$ cat src/hdl/tsc_pkg.sv
// Shared constants, types and codes for the tempo sync pulse clock.
`timescale 1ns / 1ps
package tsc_pkg;

  // Phase accumulator and pulse timing
  localparam int PHASE_BITS = 32;
  localparam int PULSE_MS   = 15;
  localparam int CNT_W      = $clog2(PHASE_BITS);

  // Field and register widths
  localparam int SR_W       = 18;
  localparam int TEMPO_W    = 20;
  localparam int TPQ_W      = 7;
  localparam int LEVEL_W    = 15;
  localparam int PROF_W     = 2;
  localparam int KIND_W     = 2;
  localparam int PULSE_W    = 12;
  localparam int CFG_IDX_W  = 3;
  localparam int CFG_DATA_W = 20;

  // Increment divide: tempo * ticks over 60000 * sample rate
  localparam int MS_PER_MIN = 60000;
  localparam int MS_PER_S   = 1000;
  localparam int DIVIDEND_W = TEMPO_W + TPQ_W;
  localparam int DIVISOR_W  = SR_W + 16;

  // Pulse length: sample rate * PULSE_MS / 1000 by reciprocal and one correction
  localparam int PLEN_SHIFT  = 32;
  localparam int PLEN_PROD_W = SR_W + PLEN_SHIFT;
  localparam int PLEN_X_W    = SR_W + 7;
  localparam logic [PLEN_SHIFT-1:0] PLEN_RECIP =
    PLEN_SHIFT'((64'(PULSE_MS) << PLEN_SHIFT) / 64'(MS_PER_S));
  localparam logic [PULSE_W-1:0] PULSE_MAX = '1;

  // Reset values of the registers
  localparam logic [SR_W-1:0]    SR_RST    = SR_W'(44100);
  localparam logic [TEMPO_W-1:0] TEMPO_RST = TEMPO_W'(120000);
  localparam logic [TPQ_W-1:0]   TPQ_RST   = TPQ_W'(4);
  localparam logic [LEVEL_W-1:0] LEVEL_RST = LEVEL_W'(29490);

  // Sync profiles
  localparam logic [PROF_W-1:0] PROF_OFF   = 2'd0;
  localparam logic [PROF_W-1:0] PROF_EVEN  = 2'd1;
  localparam logic [PROF_W-1:0] PROF_EVERY = 2'd2;

  // Register indexes
  localparam logic [CFG_IDX_W-1:0] REG_AUDIO_RATE    = 3'd0;
  localparam logic [CFG_IDX_W-1:0] REG_INITIAL_TEMPO = 3'd1;
  localparam logic [CFG_IDX_W-1:0] REG_TICKS_PER_QTR = 3'd2;
  localparam logic [CFG_IDX_W-1:0] REG_PULSE_LEVEL   = 3'd3;
  localparam logic [CFG_IDX_W-1:0] REG_SYNC_PROFILE  = 3'd4;

  // Command queue between front and back
  localparam int QUEUE_DEPTH = 2;
  localparam int QPTR_W      = $clog2(QUEUE_DEPTH);
  localparam int QCNT_W      = $clog2(QUEUE_DEPTH + 1);

  typedef enum logic [KIND_W-1:0] {
    OP_STEP  = 2'd0,
    OP_START = 2'd1,
    OP_STOP  = 2'd2,
    OP_TEMPO = 2'd3
  } op_e;

  typedef enum logic [1:0] {
    DIV_IDLE,
    DIV_CHECK,
    DIV_STEP
  } div_state_e;

  typedef struct packed {
    op_e                op;
    logic               rephase;
    logic [TEMPO_W-1:0] tempo;
  } item_t;

  typedef struct packed {
    logic valid;
    logic full;
  } q_stat_t;

  typedef struct packed {
    logic               start;
    logic [TEMPO_W-1:0] tempo;
    logic [TPQ_W-1:0]   tpq;
    logic [SR_W-1:0]    sr;
  } div_req_t;

  typedef struct packed {
    logic busy;
    logic done;
  } div_stat_t;

endpackage

$ cat src/hdl/tsc_front.sv
// Input side: takes beats, classifies them and pushes commands into the queue.
`timescale 1ns / 1ps
module tsc_front (
  input  logic                          s_axis_tvalid_i,
  output logic                          s_axis_tready_o,
  input  logic [tsc_pkg::KIND_W-1:0]    kind_i,
  input  logic                          rephase_i,
  input  logic [tsc_pkg::TEMPO_W-1:0]   tempo_value_i,
  input  tsc_pkg::q_stat_t              q_stat_i,
  output logic                          push_o,
  output tsc_pkg::item_t                item_o
);
  import tsc_pkg::*;

  op_e  op;
  logic drop;

  // Decode the kind; a tempo change to zero never reaches the back end.
  assign op   = op_e'(kind_i);
  assign drop = (op == OP_TEMPO) && (tempo_value_i == '0);

  assign s_axis_tready_o = !q_stat_i.full;
  assign push_o          = s_axis_tvalid_i && !q_stat_i.full && !drop;

  assign item_o = '{op: op, rephase: rephase_i, tempo: tempo_value_i};

endmodule

$ cat src/hdl/tsc_queue.sv
// Short command queue that decouples the front end from the back end.
`timescale 1ns / 1ps
module tsc_queue (
  input  logic             clk_i,
  input  logic             rst_ni,
  input  logic             push_i,
  input  tsc_pkg::item_t   item_i,
  input  logic             pop_i,
  output tsc_pkg::item_t   item_o,
  output tsc_pkg::q_stat_t stat_o
);
  import tsc_pkg::*;

  item_t             entry_q [QUEUE_DEPTH];
  logic [QPTR_W-1:0] wr_ptr_q, rd_ptr_q;
  logic [QCNT_W-1:0] count_q;

  assign stat_o.valid = (count_q != '0);
  assign stat_o.full  = (count_q == QCNT_W'(QUEUE_DEPTH));
  assign item_o       = entry_q[rd_ptr_q];

  // Pointers and fill count.
  always_ff @(posedge clk_i or negedge rst_ni) begin
    if (!rst_ni) begin
      wr_ptr_q <= '0;
      rd_ptr_q <= '0;
      count_q  <= '0;
    end else begin
      if (push_i) begin
        wr_ptr_q <= (wr_ptr_q == QPTR_W'(QUEUE_DEPTH - 1)) ? '0 : wr_ptr_q + 1'b1;
      end
      if (pop_i) begin
        rd_ptr_q <= (rd_ptr_q == QPTR_W'(QUEUE_DEPTH - 1)) ? '0 : rd_ptr_q + 1'b1;
      end
      if (push_i && !pop_i) begin
        count_q <= count_q + 1'b1;
      end else if (pop_i && !push_i) begin
        count_q <= count_q - 1'b1;
      end
    end
  end

  // Entry storage.
  always_ff @(posedge clk_i) begin
    if (push_i) begin
      entry_q[wr_ptr_q] <= item_i;
    end
  end

endmodule

$ cat src/hdl/tsc_div.sv
// Bit-serial restoring divider that produces the phase increment.
`timescale 1ns / 1ps
module tsc_div (
  input  logic                           clk_i,
  input  logic                           rst_ni,
  input  tsc_pkg::div_req_t              req_i,
  output tsc_pkg::div_stat_t             stat_o,
  output logic [tsc_pkg::PHASE_BITS-1:0] quot_o
);
  import tsc_pkg::*;

  div_state_e            state_q, state_d;
  logic [DIVIDEND_W-1:0] a_q;
  logic [DIVISOR_W-1:0]  d_q, r_q;
  logic [PHASE_BITS-1:0] quot_q;
  logic [CNT_W-1:0]      cnt_q;
  logic                  done_q;

  logic [DIVISOR_W:0]    r_shift, r_sub;
  logic                  r_ge, a_ge, last;
  logic                  load_rem, do_step, saturate, finish;

  // One restoring step on the partial remainder.
  assign r_shift = {r_q, 1'b0};
  assign r_sub   = r_shift - {1'b0, d_q};
  assign r_ge    = (r_shift >= {1'b0, d_q});
  assign a_ge    = (DIVISOR_W'(a_q) >= d_q);
  assign last    = (cnt_q == CNT_W'(PHASE_BITS - 1));

  // Next state; a new request restarts the divide from its operands.
  always_comb begin
    state_d = state_q;
    unique case (state_q)
      DIV_IDLE: begin
        if (req_i.start) state_d = DIV_CHECK;
      end
      DIV_CHECK: begin
        if (req_i.start) state_d = DIV_CHECK;
        else if (a_ge)   state_d = DIV_IDLE;
        else             state_d = DIV_STEP;
      end
      DIV_STEP: begin
        if (req_i.start) state_d = DIV_CHECK;
        else if (last)   state_d = DIV_IDLE;
      end
      default: state_d = DIV_IDLE;
    endcase
  end

  // Datapath controls.
  always_comb begin
    load_rem = 1'b0;
    do_step  = 1'b0;
    saturate = 1'b0;
    unique case (state_q)
      DIV_CHECK: begin
        load_rem = !req_i.start && !a_ge;
        saturate = !req_i.start && a_ge;
      end
      DIV_STEP: begin
        do_step = !req_i.start;
      end
      default: begin
        load_rem = 1'b0;
      end
    endcase
    finish = saturate || (do_step && last);
  end

  always_ff @(posedge clk_i or negedge rst_ni) begin
    if (!rst_ni) begin
      state_q <= DIV_IDLE;
      done_q  <= 1'b0;
    end else begin
      state_q <= state_d;
      done_q  <= finish;
    end
  end

  // Operands, remainder and quotient.
  always_ff @(posedge clk_i) begin
    if (req_i.start) begin
      a_q   <= DIVIDEND_W'(req_i.tempo) * DIVIDEND_W'(req_i.tpq);
      d_q   <= DIVISOR_W'(req_i.sr) * DIVISOR_W'(MS_PER_MIN);
      cnt_q <= '0;
    end
    if (load_rem) begin
      r_q    <= DIVISOR_W'(a_q);
      quot_q <= '0;
    end
    if (saturate) begin
      quot_q <= '1;
    end
    if (do_step) begin
      r_q    <= r_ge ? r_sub[DIVISOR_W-1:0] : r_shift[DIVISOR_W-1:0];
      quot_q <= {quot_q[PHASE_BITS-2:0], r_ge};
      cnt_q  <= cnt_q + 1'b1;
    end
  end

  assign stat_o.busy = req_i.start || (state_q != DIV_IDLE) || done_q;
  assign stat_o.done = done_q;
  assign quot_o      = quot_q;

endmodule

$ cat src/hdl/tsc_back.sv
// Back end: registers, phase accumulator, pulse timer and the output register.
`timescale 1ns / 1ps
module tsc_back (
  input  logic                            clk_i,
  input  logic                            rst_ni,
  input  logic                            cfg_we_i,
  input  logic [tsc_pkg::CFG_IDX_W-1:0]   cfg_idx_i,
  input  logic [tsc_pkg::CFG_DATA_W-1:0]  cfg_data_i,
  input  tsc_pkg::q_stat_t                q_stat_i,
  input  tsc_pkg::item_t                  q_item_i,
  output logic                            q_pop_o,
  output tsc_pkg::div_req_t               div_req_o,
  input  tsc_pkg::div_stat_t              div_stat_i,
  input  logic [tsc_pkg::PHASE_BITS-1:0]  div_quot_i,
  output logic                            m_valid_o,
  input  logic                            m_ready_i,
  output logic                            m_tick_o,
  output logic [tsc_pkg::LEVEL_W-1:0]     m_pulse_o
);
  import tsc_pkg::*;

  // Configuration
  logic [SR_W-1:0]    sr_q;
  logic [TPQ_W-1:0]   tpq_q;
  logic [LEVEL_W-1:0] level_q;
  logic [PROF_W-1:0]  prof_q;
  logic [TEMPO_W-1:0] tempo_q;
  logic               cfg_hit, prof_wr, req_q;

  // Run state
  logic                  running_q, pending_q, parity_q;
  logic [PHASE_BITS-1:0] phase_q, incr_q;
  logic [PULSE_W-1:0]    pulse_left_q, plen_q;

  // Output register
  logic               out_valid_q, out_tick_q;
  logic [LEVEL_W-1:0] out_pulse_q;

  // Pulse length pipeline
  logic [PLEN_PROD_W-1:0] plen_prod;
  logic [SR_W-1:0]        plen_est_q, plen_fix;
  logic [PLEN_X_W-1:0]    plen_x, plen_back, plen_rem;
  logic [PULSE_W-1:0]     plen_d;

  // Step evaluation
  logic [PHASE_BITS:0]   sum;
  logic                  step_tick, pulse_start, pulse_on;
  logic [PULSE_W-1:0]    pl_cur;
  logic                  out_free, stall, tempo_take, step_pop;

  // Which register a write hits.
  always_comb begin
    cfg_hit = 1'b0;
    unique case (cfg_idx_i)
      REG_AUDIO_RATE, REG_INITIAL_TEMPO, REG_TICKS_PER_QTR,
      REG_PULSE_LEVEL, REG_SYNC_PROFILE: cfg_hit = cfg_we_i;
      default: cfg_hit = 1'b0;
    endcase
  end
  assign prof_wr = cfg_we_i && (cfg_idx_i == REG_SYNC_PROFILE);

  // Register file; a zero write restores the reset value.
  always_ff @(posedge clk_i or negedge rst_ni) begin
    if (!rst_ni) begin
      sr_q    <= SR_RST;
      tpq_q   <= TPQ_RST;
      level_q <= LEVEL_RST;
      prof_q  <= PROF_OFF;
      tempo_q <= TEMPO_RST;
    end else if (cfg_we_i) begin
      unique case (cfg_idx_i)
        REG_AUDIO_RATE: begin
          sr_q <= (cfg_data_i[SR_W-1:0] != '0) ? cfg_data_i[SR_W-1:0] : SR_RST;
        end
        REG_INITIAL_TEMPO: begin
          tempo_q <= (cfg_data_i[TEMPO_W-1:0] != '0) ? cfg_data_i[TEMPO_W-1:0] : TEMPO_RST;
        end
        REG_TICKS_PER_QTR: begin
          tpq_q <= (cfg_data_i[TPQ_W-1:0] != '0) ? cfg_data_i[TPQ_W-1:0] : TPQ_RST;
        end
        REG_PULSE_LEVEL: begin
          level_q <= (cfg_data_i[LEVEL_W-1:0] != '0) ? cfg_data_i[LEVEL_W-1:0] : LEVEL_RST;
        end
        REG_SYNC_PROFILE: begin
          prof_q <= (cfg_data_i[PROF_W-1:0] == PROF_EVEN ||
                     cfg_data_i[PROF_W-1:0] == PROF_EVERY) ? cfg_data_i[PROF_W-1:0]
                                                           : PROF_OFF;
        end
        default: begin
          prof_q <= prof_q;
        end
      endcase
    end else if (tempo_take) begin
      tempo_q <= q_item_i.tempo;
    end
  end

  // A recompute is requested after reset, any write to a known register and any real tempo change.
  always_ff @(posedge clk_i or negedge rst_ni) begin
    if (!rst_ni) begin
      req_q <= 1'b1;
    end else begin
      req_q <= cfg_hit || tempo_take;
    end
  end

  assign div_req_o = '{start: req_q, tempo: tempo_q, tpq: tpq_q, sr: sr_q};

  always_ff @(posedge clk_i) begin
    if (div_stat_i.done) begin
      incr_q <= div_quot_i;
    end
  end

  // Pulse length: reciprocal estimate, then one correction step.
  assign plen_prod = PLEN_PROD_W'(sr_q) * PLEN_PROD_W'(PLEN_RECIP);
  assign plen_x    = PLEN_X_W'(sr_q) * PLEN_X_W'(PULSE_MS);
  assign plen_back = PLEN_X_W'(plen_est_q) * PLEN_X_W'(MS_PER_S);
  assign plen_rem  = plen_x - plen_back;
  assign plen_fix  = plen_est_q + SR_W'(plen_rem >= PLEN_X_W'(MS_PER_S));
  assign plen_d    = (plen_fix > SR_W'(PULSE_MAX)) ? PULSE_MAX : plen_fix[PULSE_W-1:0];

  always_ff @(posedge clk_i) begin
    plen_est_q <= plen_prod[PLEN_SHIFT +: SR_W];
    plen_q     <= plen_d;
  end

  // Queue pop: hold while the increment is stale or the output slot is taken.
  assign out_free   = !out_valid_q || m_ready_i;
  assign stall      = req_q || div_stat_i.busy;
  assign q_pop_o    = q_stat_i.valid && !stall && (q_item_i.op != OP_STEP || out_free);
  assign step_pop   = q_pop_o && (q_item_i.op == OP_STEP);
  assign tempo_take = q_pop_o && (q_item_i.op == OP_TEMPO) && (q_item_i.tempo != tempo_q);

  // Evaluate one sample step.
  assign sum         = {1'b0, phase_q} + {1'b0, incr_q};
  assign step_tick   = pending_q || sum[PHASE_BITS];
  assign pulse_start = step_tick &&
                       ((prof_q == PROF_EVERY) || ((prof_q == PROF_EVEN) && !parity_q));
  assign pl_cur      = pulse_start ? plen_q : pulse_left_q;
  assign pulse_on    = (pl_cur != '0);

  // Run state update.
  always_ff @(posedge clk_i or negedge rst_ni) begin
    if (!rst_ni) begin
      running_q    <= 1'b0;
      pending_q    <= 1'b0;
      parity_q     <= 1'b0;
      phase_q      <= '0;
      pulse_left_q <= '0;
    end else begin
      if (prof_wr) begin
        pulse_left_q <= '0;
      end
      if (q_pop_o) begin
        unique case (q_item_i.op)
          OP_START: begin
            running_q <= 1'b1;
            if (q_item_i.rephase) begin
              phase_q      <= '0;
              parity_q     <= 1'b0;
              pulse_left_q <= '0;
              pending_q    <= 1'b1;
            end
          end
          OP_STOP: begin
            running_q    <= 1'b0;
            pending_q    <= 1'b0;
            pulse_left_q <= '0;
          end
          OP_TEMPO: begin
            running_q <= running_q;
          end
          OP_STEP: begin
            if (running_q) begin
              pending_q <= 1'b0;
              if (!pending_q) begin
                phase_q <= sum[PHASE_BITS-1:0];
              end
              if (step_tick) begin
                parity_q <= !parity_q;
              end
              pulse_left_q <= pulse_on ? pl_cur - 1'b1 : '0;
            end
          end
        endcase
      end
    end
  end

  // Output register.
  always_ff @(posedge clk_i or negedge rst_ni) begin
    if (!rst_ni) begin
      out_valid_q <= 1'b0;
    end else if (step_pop) begin
      out_valid_q <= 1'b1;
    end else if (m_ready_i) begin
      out_valid_q <= 1'b0;
    end
  end

  always_ff @(posedge clk_i) begin
    if (step_pop) begin
      out_tick_q  <= running_q && step_tick;
      out_pulse_q <= (running_q && pulse_on) ? level_q : '0;
    end
  end

  assign m_valid_o = out_valid_q;
  assign m_tick_o  = out_tick_q;
  assign m_pulse_o = out_pulse_q;

endmodule

$ cat src/hdl/tempo_sync_pulse_clock.sv
// Top level of the tempo sync pulse clock.
`timescale 1ns / 1ps
// Per-sample tempo clock. Each beat on the input stream is a command: a sample step
// (which returns one beat with a tick flag and a pulse amplitude), start, stop or a
// tempo change (no output beat). A sample step passes through the queue and the output
// register, so steady sample traffic runs at one beat per clock while the output is
// ready and no recompute is pending. After reset, after every write to a known
// register and after every tempo change that alters the tempo, the phase increment is
// rebuilt by a bit-serial divider that retires one quotient bit per cycle. Commands wait
// in a two-entry queue during that time, so the input keeps accepting until it is full.
module tempo_sync_pulse_clock (
  input  logic                            clk_i,
  input  logic                            rst_ni,
  // Configuration write port
  input  logic                            cfg_we_i,
  input  logic [tsc_pkg::CFG_IDX_W-1:0]   cfg_idx_i,
  input  logic [tsc_pkg::CFG_DATA_W-1:0]  cfg_data_i,
  // Command stream
  input  logic                            s_axis_tvalid_i,
  output logic                            s_axis_tready_o,
  input  logic [23:0]                     s_axis_tdata_i,  // rephase, tempo_value
  input  logic [1:0]                      s_axis_tuser_i,  // kind
  // Sample result stream
  output logic                            m_axis_tvalid_o,
  input  logic                            m_axis_tready_i,
  output logic [15:0]                     m_axis_tdata_o   // tick, pulse
);
  import tsc_pkg::*;

  q_stat_t                q_stat;
  item_t                  push_item, q_head;
  logic                   q_push, q_pop;
  div_req_t               div_req;
  div_stat_t              div_stat;
  logic [PHASE_BITS-1:0]  div_quot;
  logic                   out_tick;
  logic [LEVEL_W-1:0]     out_pulse;

  tsc_front u_front (
    .s_axis_tvalid_i (s_axis_tvalid_i),
    .s_axis_tready_o (s_axis_tready_o),
    .kind_i          (s_axis_tuser_i[KIND_W-1:0]),
    .rephase_i       (s_axis_tdata_i[0]),
    .tempo_value_i   (s_axis_tdata_i[TEMPO_W:1]),
    .q_stat_i        (q_stat),
    .push_o          (q_push),
    .item_o          (push_item)
  );

  tsc_queue u_queue (
    .clk_i  (clk_i),
    .rst_ni (rst_ni),
    .push_i (q_push),
    .item_i (push_item),
    .pop_i  (q_pop),
    .item_o (q_head),
    .stat_o (q_stat)
  );

  tsc_div u_div (
    .clk_i  (clk_i),
    .rst_ni (rst_ni),
    .req_i  (div_req),
    .stat_o (div_stat),
    .quot_o (div_quot)
  );

  tsc_back u_back (
    .clk_i      (clk_i),
    .rst_ni     (rst_ni),
    .cfg_we_i   (cfg_we_i),
    .cfg_idx_i  (cfg_idx_i),
    .cfg_data_i (cfg_data_i),
    .q_stat_i   (q_stat),
    .q_item_i   (q_head),
    .q_pop_o    (q_pop),
    .div_req_o  (div_req),
    .div_stat_i (div_stat),
    .div_quot_i (div_quot),
    .m_valid_o  (m_axis_tvalid_o),
    .m_ready_i  (m_axis_tready_i),
    .m_tick_o   (out_tick),
    .m_pulse_o  (out_pulse)
  );

  assign m_axis_tdata_o = {out_pulse, out_tick};

  // No command leaves the queue while the increment is being rebuilt.
  assert property (@(posedge clk_i) disable iff (!rst_ni) div_stat.busy |-> !q_pop)
    else $error("queue popped during increment recompute");

  // A write to a known register starts a recompute.
  assert property (@(posedge clk_i) disable iff (!rst_ni)
    cfg_we_i && (cfg_idx_i <= REG_SYNC_PROFILE) |=> div_stat.busy)
    else $error("register write did not start a recompute");

  // Every sample step popped from the queue shows up on the output.
  assert property (@(posedge clk_i) disable iff (!rst_ni)
    q_pop && (q_head.op == OP_STEP) |=> m_axis_tvalid_o)
    else $error("sample step lost on its way to the output");

endmodule
$ cat config.mk
export PLATFORM = sky130hd
export DESIGN_NAME = tempo_sync_pulse_clock
export DESIGN_NICKNAME = d
export VERILOG_FILES = /design/src/hdl/tsc_pkg.sv /design/src/hdl/tsc_front.sv /design/src/hdl/tsc_queue.sv /design/src/hdl/tsc_div.sv /design/src/hdl/tsc_back.sv /design/src/hdl/tempo_sync_pulse_clock.sv
export SDC_FILE = /design/constraint.sdc
export NUM_CORES = 2
export LEC_CHECK = 0
export ABC_CLOCK_PERIOD_IN_PS = 12550
export BUFFER_PORTS_ARGS = -buffer_cell sky130_fd_sc_hd__clkbuf_2
export CAP_MARGIN = 40
export CORE_ASPECT_RATIO = 0.8
export CORE_UTILIZATION = 35
export DETAILED_ROUTE_END_ITERATION = 10
export GPL_TIMING_DRIVEN = 0
export PLACE_DENSITY_LB_ADDON = 0.08
export REMOVE_ABC_BUFFERS = 1
export SYNTH_ARGS = -nofsm -noshare
export SYNTH_HDL_FRONTEND = slang
export SYNTH_SLANG_ARGS = --single-unit
export TNS_END_PERCENT = 100
$ cat constraint.sdc
create_clock -name clk_i -period 12.55 [get_ports clk_i]
set_clock_uncertainty 0.05 [all_clocks]
set_input_delay 1.8825 -clock clk_i [delete_from_list [all_inputs] [get_ports clk_i]]
set_output_delay 1.8825 -clock clk_i [all_outputs]
set_load 0.05 [all_outputs]
==> run_results.csv <==
group,metric,value,unit
placed_design,dp_hpwl,79.0,mm
min_path,hp-class,"reg2reg",
sta,relSlewSlack,42.6,%
floorplanning,row_count,105,
routing,firstDrtPassIters,5,
clock_tree,clk_pin_slew,70,ps
layout,final_cells,5038,
synth,syn_avg_cell_area,10.2,sq um
synth,yosysSeqAreaShare,27.8,%
global_routing,grt_usage,19.0,%
min_path,holdPathStages,0,
clock_tree,postCtsSetupRepairBufs,0,
global_routing,use_met2,28.0,%
critical_path,reg2regPathDepth,38,
routing,routed_wl,97.2,mm
critical_path,arrival,11120,ps
floorplanning,die-height,290,um
clock_tree,ctsResizeCount,0,
sta,period_share,85.5,%
sta,fin_crit,10730,ps
routing,vias,24700,
clock_tree,clkLatencyLatePin,600,ps
layout,syn2layout_area_growth,11.1,%
sta,maxSlewViolCount,0,
layout,drive_above_1_share,7.24,%
synth,synthFlopType,"edfxtp_1",
sta,tns,0,ps
critical_path,crit_path_max_fanout,11,
placed_design,portBuffers,68,
critical_path,rrSetupSlack,1820,ps
global_routing,grt_pass1_vias,25300,
critical_path,cp.required,12940,ps
synth,syn_area,0.0363,sq mm
synth,synth_seq_cells,363,
routing,drc_errors,0,
min_path,whs_endpoint,"u_back.incr_q[31]",
critical_path,startpoint_type,"flip-flop",
placed_design,gp_congestion,0.853,
sta,setup_viol,0,
routing,first_iter_violations,1428,
min_path,worstHoldStart,"u_div.quot_o[31]",
synth,postSynth.asyncResetShare,32.5,%
floorplanning,die_x,362,um
critical_path,reg2reg_to,"u_back.plen_q[7]",
sta,final_hold_viol_count,0,
sta,worst_pin_slew,861,ps
floorplanning,start_util,35.4,%
critical_path,worst-setup-path-type,"reg2reg",
global_routing,grt-ovfl-total,0,
critical_path,cpMaxStageDelayCell,"dfxtp_1",
outcome,status,"completed",
clock_tree,numCtsBuffers,42,
critical_path,max_stage_delay,640,ps
synth,synth_edf_count,221,
clock_tree,cts_tree,"yes",
floorplanning,boundaryPins,72,
clock_tree,ctsHoldBuffers,0,
global_routing,antenna_found_initial,8,
sta,fmax,93.2,MHz
routing,ant_nets,0,
global_routing,grt_busiest_layer,"met1",
synth,ys_types,75,
synth,syn-instance-count,3550,
synth,yosysWarnings,0,
routing,viasPerCell,4.91,
critical_path,crit_start,"u_back.plen_est_q[0]",
layout,layout_common_cells,"inv_1, ha_1, fa_1, nand2_1, edfxtp_1",
floorplanning,dieArea,0.105,sq mm
floorplanning,core_area,0.103,sq mm
placed_design,dp.cells,4959,
global_routing,grt_max_degree,87,
clock_tree,clock-sinks,363,
layout,final_common_cell,"inv_1",
clock_tree,clockBufferDepth,3,
critical_path,end_kind,"flip-flop",
clock_tree,h-tree-depth,2,
sta,rsz0062_at_grt,"false",
flow_run,maxCapViolations,0,
global_routing,use_met1,29.4,%
global_routing,use_met3,2.80,%
critical_path,r2r-start,"u_back.plen_est_q[0]",
sta,fin_hold_ws,369,ps
global_routing,grt_pass1_wl,154,mm
routing,routedWlPerCell,19.3,um
layout,final_nets,4519,
clock_tree,cts_root_buf,"clkbuf_16",
[state kept, by name (all words and copies together) (netlist names), 5 cells and up]
name                 cells
u_div.cnt_q              5
u_back.plen_q           12
u_queue.entry_q         46
u_back.tpq_q             7
u_back.pulse_left_q     12
u_div.quot_o            32
u_back.incr_q           32
u_back.level_q          15
u_back.phase_q          32
u_div.d_q               29
u_back.m_pulse_o        15
u_back.plen_est_q       12
u_div.r_q               34
u_back.tempo_q          20
u_div.a_q               27
u_back.sr_q             18
[through the flow]
step                      util [%]  worst slack [ps]  area [sq um]
after floorplan                  -              3120         36000
after global placement        37.0              1410         38000
after detailed placement      37.9              1730         38900
after CTS                     39.3              1680         40300
after global routing          39.3              1010         40300
final                         39.3              1820         40300
[metal layers]
layer,wire (um),vias to the layer above
li1,-,12100
met1,50000,12200
met2,41300,359
met3,4270,92
met4,1600,10
met5,70,-
[how the worst max path moves through the flow]
stage | endpoint | cells past startpoint
floorplan | u_back.plen_q[7] | 37
global placement | u_div.quot_o[0] | 10
detailed placement | u_back.plen_q[7] | 37
CTS | u_back.plen_q[7] | 37
global route | u_back.plen_q[7] | 39
finish | u_back.plen_q[7] | 38
[Yosys cell counts, drive strengths merged, types with 13 or more instances]
cell type / number / share of area, %
mux2i: 56 / 1.5
nand3: 45 / 0.62
and3: 21 / 0.36
a21o: 105 / 2.2
nand2b: 35 / 0.60
and2: 58 / 1.0
o21a: 20 / 0.41
clkbuf: 87 / 0.90
a31oi: 15 / 0.26
o21bai: 14 / 0.30
dfrtp: 95 / 6.5
edfxtp: 221 / 18
ha: 457 / 16
or3: 17 / 0.29
nand4: 22 / 0.38
o211ai: 17 / 0.35
a21oi: 155 / 2.1
nor3: 53 / 0.73
o31ai: 23 / 0.48
nor4: 17 / 0.29
xor2: 61 / 1.5
o21ai: 179 / 2.5
fa: 396 / 22
nor2b: 20 / 0.34
or2: 13 / 0.22
nor2: 137 / 1.4
xnor2: 115 / 2.8
dfxtp: 24 / 1.3
mux2: 25 / 0.77
a211oi: 14 / 0.29
inv: 583 / 6.0
dfstp: 23 / 1.7
nand2: 302 / 3.1
[final cells by class]
| type | instances | area [sq um] |
|---|---|---|
| multi-input combinational | 2509 | 23700 |
| fill | 10300 | 62400 |
| antenna | 1 | 2.50 |
| timing repair buffer | 113 | 1120 |
| tap | 1391 | 1740 |
| inverter | 583 | 2190 |
| sequential | 363 | 10100 |
| clock inverter | 22 | 268 |
| clock buffer | 56 | 1170 |
[critical path, delay by kind of cell, from the launching register on]
| kind | cells | cell delay, ps |
|---|---|---|
| adder cells (fa/ha/maj) | 11 | 4430 |
| multiplexers | 1 | 110 |
| XOR/XNOR | 2 | 360 |
| buffers and inverters | 6 | 290 |
| AND/OR/NAND/NOR | 5 | 1720 |
| AO/OA/AOI/OAI | 13 | 2970 |
| flip-flops | 1 | 640 |
[kinds of logic (layout without fill, tap and decap cells)]
family	Yosys count	in the layout	synth area share, %
AO/OA/AOI/OAI	633	633	11.0
buffers and inverters	678	774	7.05
XOR/XNOR	176	176	4.24
other	0	1	0
AND/OR/NAND/NOR	766	766	9.97
adder cells (fa/ha/maj)	853	853	37.6
multiplexers	81	81	2.32
flip-flops	363	363	27.8
Power is not shown: default switching activity piles up to over one toggle a cycle in this logic, so the estimate is an artifact.
